===== src/hw/rtl/assert_macros.svh =====
// ---------------------------------------------------------------------------
// Assertion macros
// Shared concurrent assertion forms for the allocator RTL.
// ---------------------------------------------------------------------------
`ifndef ASSERT_MACROS_SVH
`define ASSERT_MACROS_SVH

`ifndef SYNTH
// Checked on every rising edge of clk, ignored while rst_n is low.
`define FFSA_ASSERT(lbl, prop, msg) \
  lbl: assert property (@(posedge clk) disable iff (!rst_n) prop) else $error(msg);
// Checked on every rising edge of clk, reset included.
`define FFSA_ASSERT_ALWAYS(lbl, prop, msg) \
  lbl: assert property (@(posedge clk) prop) else $error(msg);
`else
`define FFSA_ASSERT(lbl, prop, msg)
`define FFSA_ASSERT_ALWAYS(lbl, prop, msg)
`endif

`endif


===== src/hw/rtl/ffsa_slot_stack.sv =====
// ---------------------------------------------------------------------------
// ffsa_slot_stack
// LIFO of free slot numbers, with a low-water mark standing in for the
// initial fill of slots 2 and up.
// ---------------------------------------------------------------------------
module ffsa_slot_stack #(
  parameter int MAX_SEGMENTS = 254
) (
  input  logic                              clk,
  input  logic                              rst_n,
  input  logic                              init,
  input  logic                              push,
  input  logic [$clog2(MAX_SEGMENTS+2)-1:0] push_slot,
  input  logic                              pop,
  output logic [$clog2(MAX_SEGMENTS+2)-1:0] pop_slot,
  output logic [$clog2(MAX_SEGMENTS+1)-1:0] count
);

  localparam int SW = $clog2(MAX_SEGMENTS + 2);
  localparam int CW = $clog2(MAX_SEGMENTS + 1);
  localparam int IW = $clog2(MAX_SEGMENTS);
  localparam logic [CW-1:0] FULL_COUNT = CW'(MAX_SEGMENTS);

  logic [SW-1:0] mem [MAX_SEGMENTS];
  logic [CW-1:0] count_r;
  logic [CW-1:0] lw_r;
  logic [SW-1:0] rd_q;
  logic [SW-1:0] init_q;
  logic          use_init_q;
  logic [CW-1:0] top_idx;

  assign top_idx = count_r - CW'(1);

  // An entry below the low-water mark was never pushed and still holds its
  // initial slot number, which is its index plus two.
  always_ff @(posedge clk) begin
    if (!rst_n || init) begin
      count_r <= FULL_COUNT;
      lw_r    <= FULL_COUNT;
    end else if (push) begin
      count_r <= count_r + CW'(1);
    end else if (pop) begin
      count_r <= top_idx;
      if (top_idx < lw_r) begin
        lw_r <= top_idx;
      end
    end
  end

  always_ff @(posedge clk) begin
    if (push) begin
      mem[count_r[IW-1:0]] <= push_slot;
    end
    if (pop) begin
      rd_q       <= mem[top_idx[IW-1:0]];
      init_q     <= SW'(top_idx) + SW'(2);
      use_init_q <= top_idx < lw_r;
    end
  end

  assign pop_slot = use_init_q ? init_q : rd_q;
  assign count    = count_r;

endmodule


===== config.mk =====
export PLATFORM = sky130hd
export DESIGN_NAME = ffsa_slot_stack
export DESIGN_NICKNAME = d
export VERILOG_FILES = /design/src/hw/rtl/assert_macros.svh /design/src/hw/rtl/ffsa_slot_stack.sv
export SDC_FILE = /design/constraint.sdc
export NUM_CORES = 2
export LEC_CHECK = 0
export ABC_AREA = 1
export BUFFER_PORTS_ARGS = -buffer_cell sky130_fd_sc_hd__buf_2
export CORE_AREA = 5 5 469 471
export DETAILED_ROUTE_END_ITERATION = 7
export DIE_AREA = 0 0 474 476
export PLACE_DENSITY = 0.54
export SYNTH_ARGS = -nofsm -noshare
export SYNTH_HDL_FRONTEND = slang
export SYNTH_SLANG_ARGS = --single-unit

===== constraint.sdc =====
create_clock -name clk -period 6.1 [get_ports clk]
set_input_delay 1.525 -clock clk [delete_from_list [all_inputs] [get_ports clk]]
set_output_delay 1.525 -clock clk [all_outputs]
set_load 0.1 [all_outputs]

==> flow_summary_export.csv <==
group,metric,value,unit
run_status,outcome,"finished, final reports clean",
pwr,vdd_ir_drop_max,0.239,mV
timing,timing.clock.skew,24.8,ps
yosys,synth-adder-area-share,0.190,%
yosys,synthesis.yosys.warnings,0,
setup_path,worst-endpoint-arrival,5660,ps
routing,detail_route.vias_per_cell,5.39,
pwr,final_total_pwr,30.9,mW
cts,clk-insertion-delay-late,840,ps
yosys,synthesis.nets,7627,
die,chipHeight,476,µm
finish,layout-drive-gt1-share,5.68,%
die,start_util,39.8,%
pwr,fraction_of_power_spent_switching_nets,24.4,%
setup_path,cp_slowest_cell,"sky130_fd_sc_hd__dfxtp_4",
routing,drt-initial-drc-count,6216,
routing,dr_total_vias,56500,
timing,setup_tns,0,ps
timing,timing.max_slew.rel_slack,20.9,%
timing,max_slew.worst_pin.slew,1190,ps
global_routing,grt_pass1_wl,371000,µm
pwr,cellInternalPower,23.4,mW
setup_path,critical_path_peak_fanout,85,
yosys,synth.area.top_cells,"sky130_fd_sc_hd__edfxtp_1, sky130_fd_sc_hd__nand2_1, sky130_fd_sc_hd__nand3_1",
setup_path,max_stage_delay,880,ps
yosys,synth_seq_cells,2065,
timing,timing.final.max_slew_violations,0,
place,dpl_worst_slack,1230,ps
global_routing,grtUsageTotal,22.0,%
die,placeableCoreArea,216000,µm²
yosys,ys_seq_area_share,72.1,%
global_routing,first_global_vias,54600,
setup_path,cp_cell_sequence,"inv_8 > ha_1 > nand2_1 > nand2_4 > buf_12 > nor2_1 > nand2_1 > nand3_1 > nand3_1 > nand3_1 > nand3_1 > nand2_1 > nand2_1 > nand2_1",
finish,sequential_cell_area,61900,µm²
routing,wl_per_cell,23.9,µm
yosys,synth-compound-area-share,1.14,%
setup_path,critPathBufInv,2,
yosys,netlist_instances,7601,
timing,hold_violations,0,
setup_path,critPathKind,"reg -> reg",
pwr,switchingPower,7.56,mW
place,port_buffers,28,
cts,cts_tree,"built",
timing,setup-violations-final,0,
setup_path,crit_path_top_cell_by_count,"sky130_fd_sc_hd__nand2_1",
die,floorplan.rows,171,
yosys,ys_types,33,
global_routing,grt_overflow_total,0,
pwr,leakage_power,34.0,nW
place,routabilityCongestion,0.860,
finish,fill_cell_instance_count_of_the_final_layout,20000,
timing,min_period,4960,ps
cts,htree_num_levels,4,
finish,area_taken_by_multi_input_logic_gates,20600,µm²
setup_path,setup.worst_path.start_class,"flip-flop",
place,postPlaceCellArea,88500,µm²
global_routing,antenna_found_initial,8,
timing,grt_setup_unrepaired,"false",
timing,finalWorstSetupSlack,1140,ps
place,final_hpwl_from_detailed_placement,140000,µm
timing,achievable-frequency,0.202,GHz
timing,smallest_hold_slack,478,ps
cts,cts_resizes,0,
setup_path,worst_path_dominant_cell_family,"simple AND/OR/NAND/NOR gates",
global_routing,grt_max_degree,195,
routing,drt_drc_violations_left,0,
pwr,pwr-share-clk,40.6,%
routing,first_pass_iters,6,
yosys,post_synth_xor_area_fraction,0.128,%
yosys,synth_simple_gate_area_share,22.4,%
cts,cts_buf_count,211,
finish,finalCoreUtilization,44.1,%
die,die_w,474,µm
yosys,synth_top_area_cell,"sky130_fd_sc_hd__edfxtp_1",
yosys,syn-mean-instance-area,11.3,µm²
finish,layout.cell_area.non_filler,95100,µm²
pwr,power_density,326,nW/µm²
cts,cts_max_path_buffers,3,
yosys,mappedNetlistArea,85700,µm²
finish,num-nets-final,7474,
run,drv.max_cap_violation_count,0,
pwr,share_seq_of_total_power,50.6,%
timing,fin_crit_sh,81.3,%
place,cell_count_post_placement,10100,
pwr,comb_power_share,8.8,%
die,top_level_ports,29,
yosys,main_combinational_cell_family_by_area_after_synthesis,"simple AND/OR/NAND/NOR gates",
routing,routed_wl,251000,µm
finish,syn_to_final_growth,10.9,%
cts,post_cts_buffers,0,
finish,finish.cell_count_without_fillers,10500,
setup_path,crit_required,6800,ps
yosys,post-synth-top-area-fraction,71.8,%
cts,number_of_buffers_added_to_fix_hold_violations_after_cts,0,
routing,ant_nets,0,
cts,cts-root-buf,"sky130_fd_sc_hd__clkbuf_16",
setup_path,setup.worst_path.end_class,"flip-flop",
die,die_area,226000,µm²
cts,cts.sinks,2065,
cts,path_clk_slew,60,ps
worst_hold_path,hold_path.class,"reg -> reg",
yosys,multiplexer_area_fraction_after_synthesis,0.105,%
[flip-flops by register name, indices dropped and copies added (netlist names)]
signal and count:
count 8, init_q 8, lw_r 8, mem 2032
rd_q 8, use_init_q 1
[cell type report]
cell class              instances  share of cell area (%)
repair buffers                119                    1.41
well taps                    2854                    3.76
multi-input cells            4768                    21.7
flip-flops and latches       2065                    65.1
inverters                     283                    1.13
clock buffers                 265                    5.83
diodes                          3                 0.00790
clock inverters               124                    1.12
[worst reg2reg max path, delay by kind of cell, from the launching register on]
family / cells / cell delay [ps]
buf+inv: 2 / 900
fa+ha+maj: 1 / 420
flops: 1 / 880
simple gates: 11 / 2630
[cell families (layout without fill, tap and decap cells)]
group           Yosys count  in the layout
simple gates           4585           4585
fa+ha+maj                13             13
xor+xnor                 10             10
other cells               0              3
compound gates          152            152
mux                       8              8
flops                  2065           2065
buf+inv                 768            791
[metal layers]
layer  wire length, µm  part of all wire [%]  GRT usage (%)  vias to the layer above
li1                  -                     -              -                    26000
met1            110000                    44           31.5                    28100
met4              7560                   3.0           6.76                       14
met5               104                 0.041              0                        -
met2            116000                    46           34.5                     2108
met3             17800                   7.1           3.67                      402
[path summary, 6_finish.rpt]
| kind | startpoint | endpoint | slack (ps) | cells past startpoint |
|---|---|---|---|---|
| hold reg to reg | lw_r[6] | lw_r[6] | 480 | 2 |
| hold / removal | lw_r[6] | lw_r[6] | 480 | 2 |
| setup reg to reg | count[0] | rd_q[0] | 1140 | 14 |
| setup / recovery | count[0] | rd_q[0] | 1140 | 14 |
[layout by cell type (no fill, tap or decap), types with 17 or more instances in the layout]
cell / count
sky130_fd_sc_hd__buf_2: 20
sky130_fd_sc_hd__clkinv_1: 60
sky130_fd_sc_hd__clkbuf_16: 214
sky130_fd_sc_hd__clkbuf_1: 51
sky130_fd_sc_hd__nand2_1: 2538
sky130_fd_sc_hd__buf_12: 35
sky130_fd_sc_hd__edfxtp_1: 2049
sky130_fd_sc_hd__o211ai_1: 76
sky130_fd_sc_hd__bufinv_16: 17
sky130_fd_sc_hd__inv_1: 277
sky130_fd_sc_hd__clkinv_2: 32
sky130_fd_sc_hd__o21ai_0: 51
sky130_fd_sc_hd__nor2_1: 467
sky130_fd_sc_hd__nand3_1: 1558
sky130_fd_sc_hd__buf_4: 56
[cell usage after synthesis]
master                         n
sky130_fd_sc_hd__buf_2       221
sky130_fd_sc_hd__xor2_1        5
sky130_fd_sc_hd__ha_1         13
sky130_fd_sc_hd__clkbuf_1    177
sky130_fd_sc_hd__edfxtp_1   2049
sky130_fd_sc_hd__a21oi_1      13
sky130_fd_sc_hd__dfxtp_1      16
sky130_fd_sc_hd__inv_1       277
sky130_fd_sc_hd__o21ai_0      51
sky130_fd_sc_hd__nand4_1       1
sky130_fd_sc_hd__a211oi_1      1
sky130_fd_sc_hd__nand2_1    2550
sky130_fd_sc_hd__buf_4        41
sky130_fd_sc_hd__xnor2_1       2
sky130_fd_sc_hd__inv_2         5
sky130_fd_sc_hd__and2_1        2
sky130_fd_sc_hd__buf_1        39
sky130_fd_sc_hd__a31oi_1       1
sky130_fd_sc_hd__nand4_2       1
sky130_fd_sc_hd__nand3_1    1558
sky130_fd_sc_hd__clkinv_1      1
sky130_fd_sc_hd__o221ai_1      3
sky130_fd_sc_hd__nor3_1        2
sky130_fd_sc_hd__o2111ai_1     2
sky130_fd_sc_hd__a22oi_1       1
sky130_fd_sc_hd__nor2_2        1
sky130_fd_sc_hd__o21ai_1       4
sky130_fd_sc_hd__buf_6         7
sky130_fd_sc_hd__mux2_2        8
sky130_fd_sc_hd__xor2_2        3
sky130_fd_sc_hd__o211ai_1     76
sky130_fd_sc_hd__or2_2         3
sky130_fd_sc_hd__nor2_1      467
[power groups by stage]
stage          Combinational, mW  Sequential (mW)  Clock (mW)
2_1_floorplan               1.54             16.0           0
3_5_place_dp                2.71             16.0           0
3_3_place_gp                2.72             16.0           0
4_1_cts                     2.72             15.7        12.8
5_1_grt                     2.94             15.6        13.4
6_report                    2.73             15.7        12.6
No activity file was read; power rests on OpenSTA's default activity.
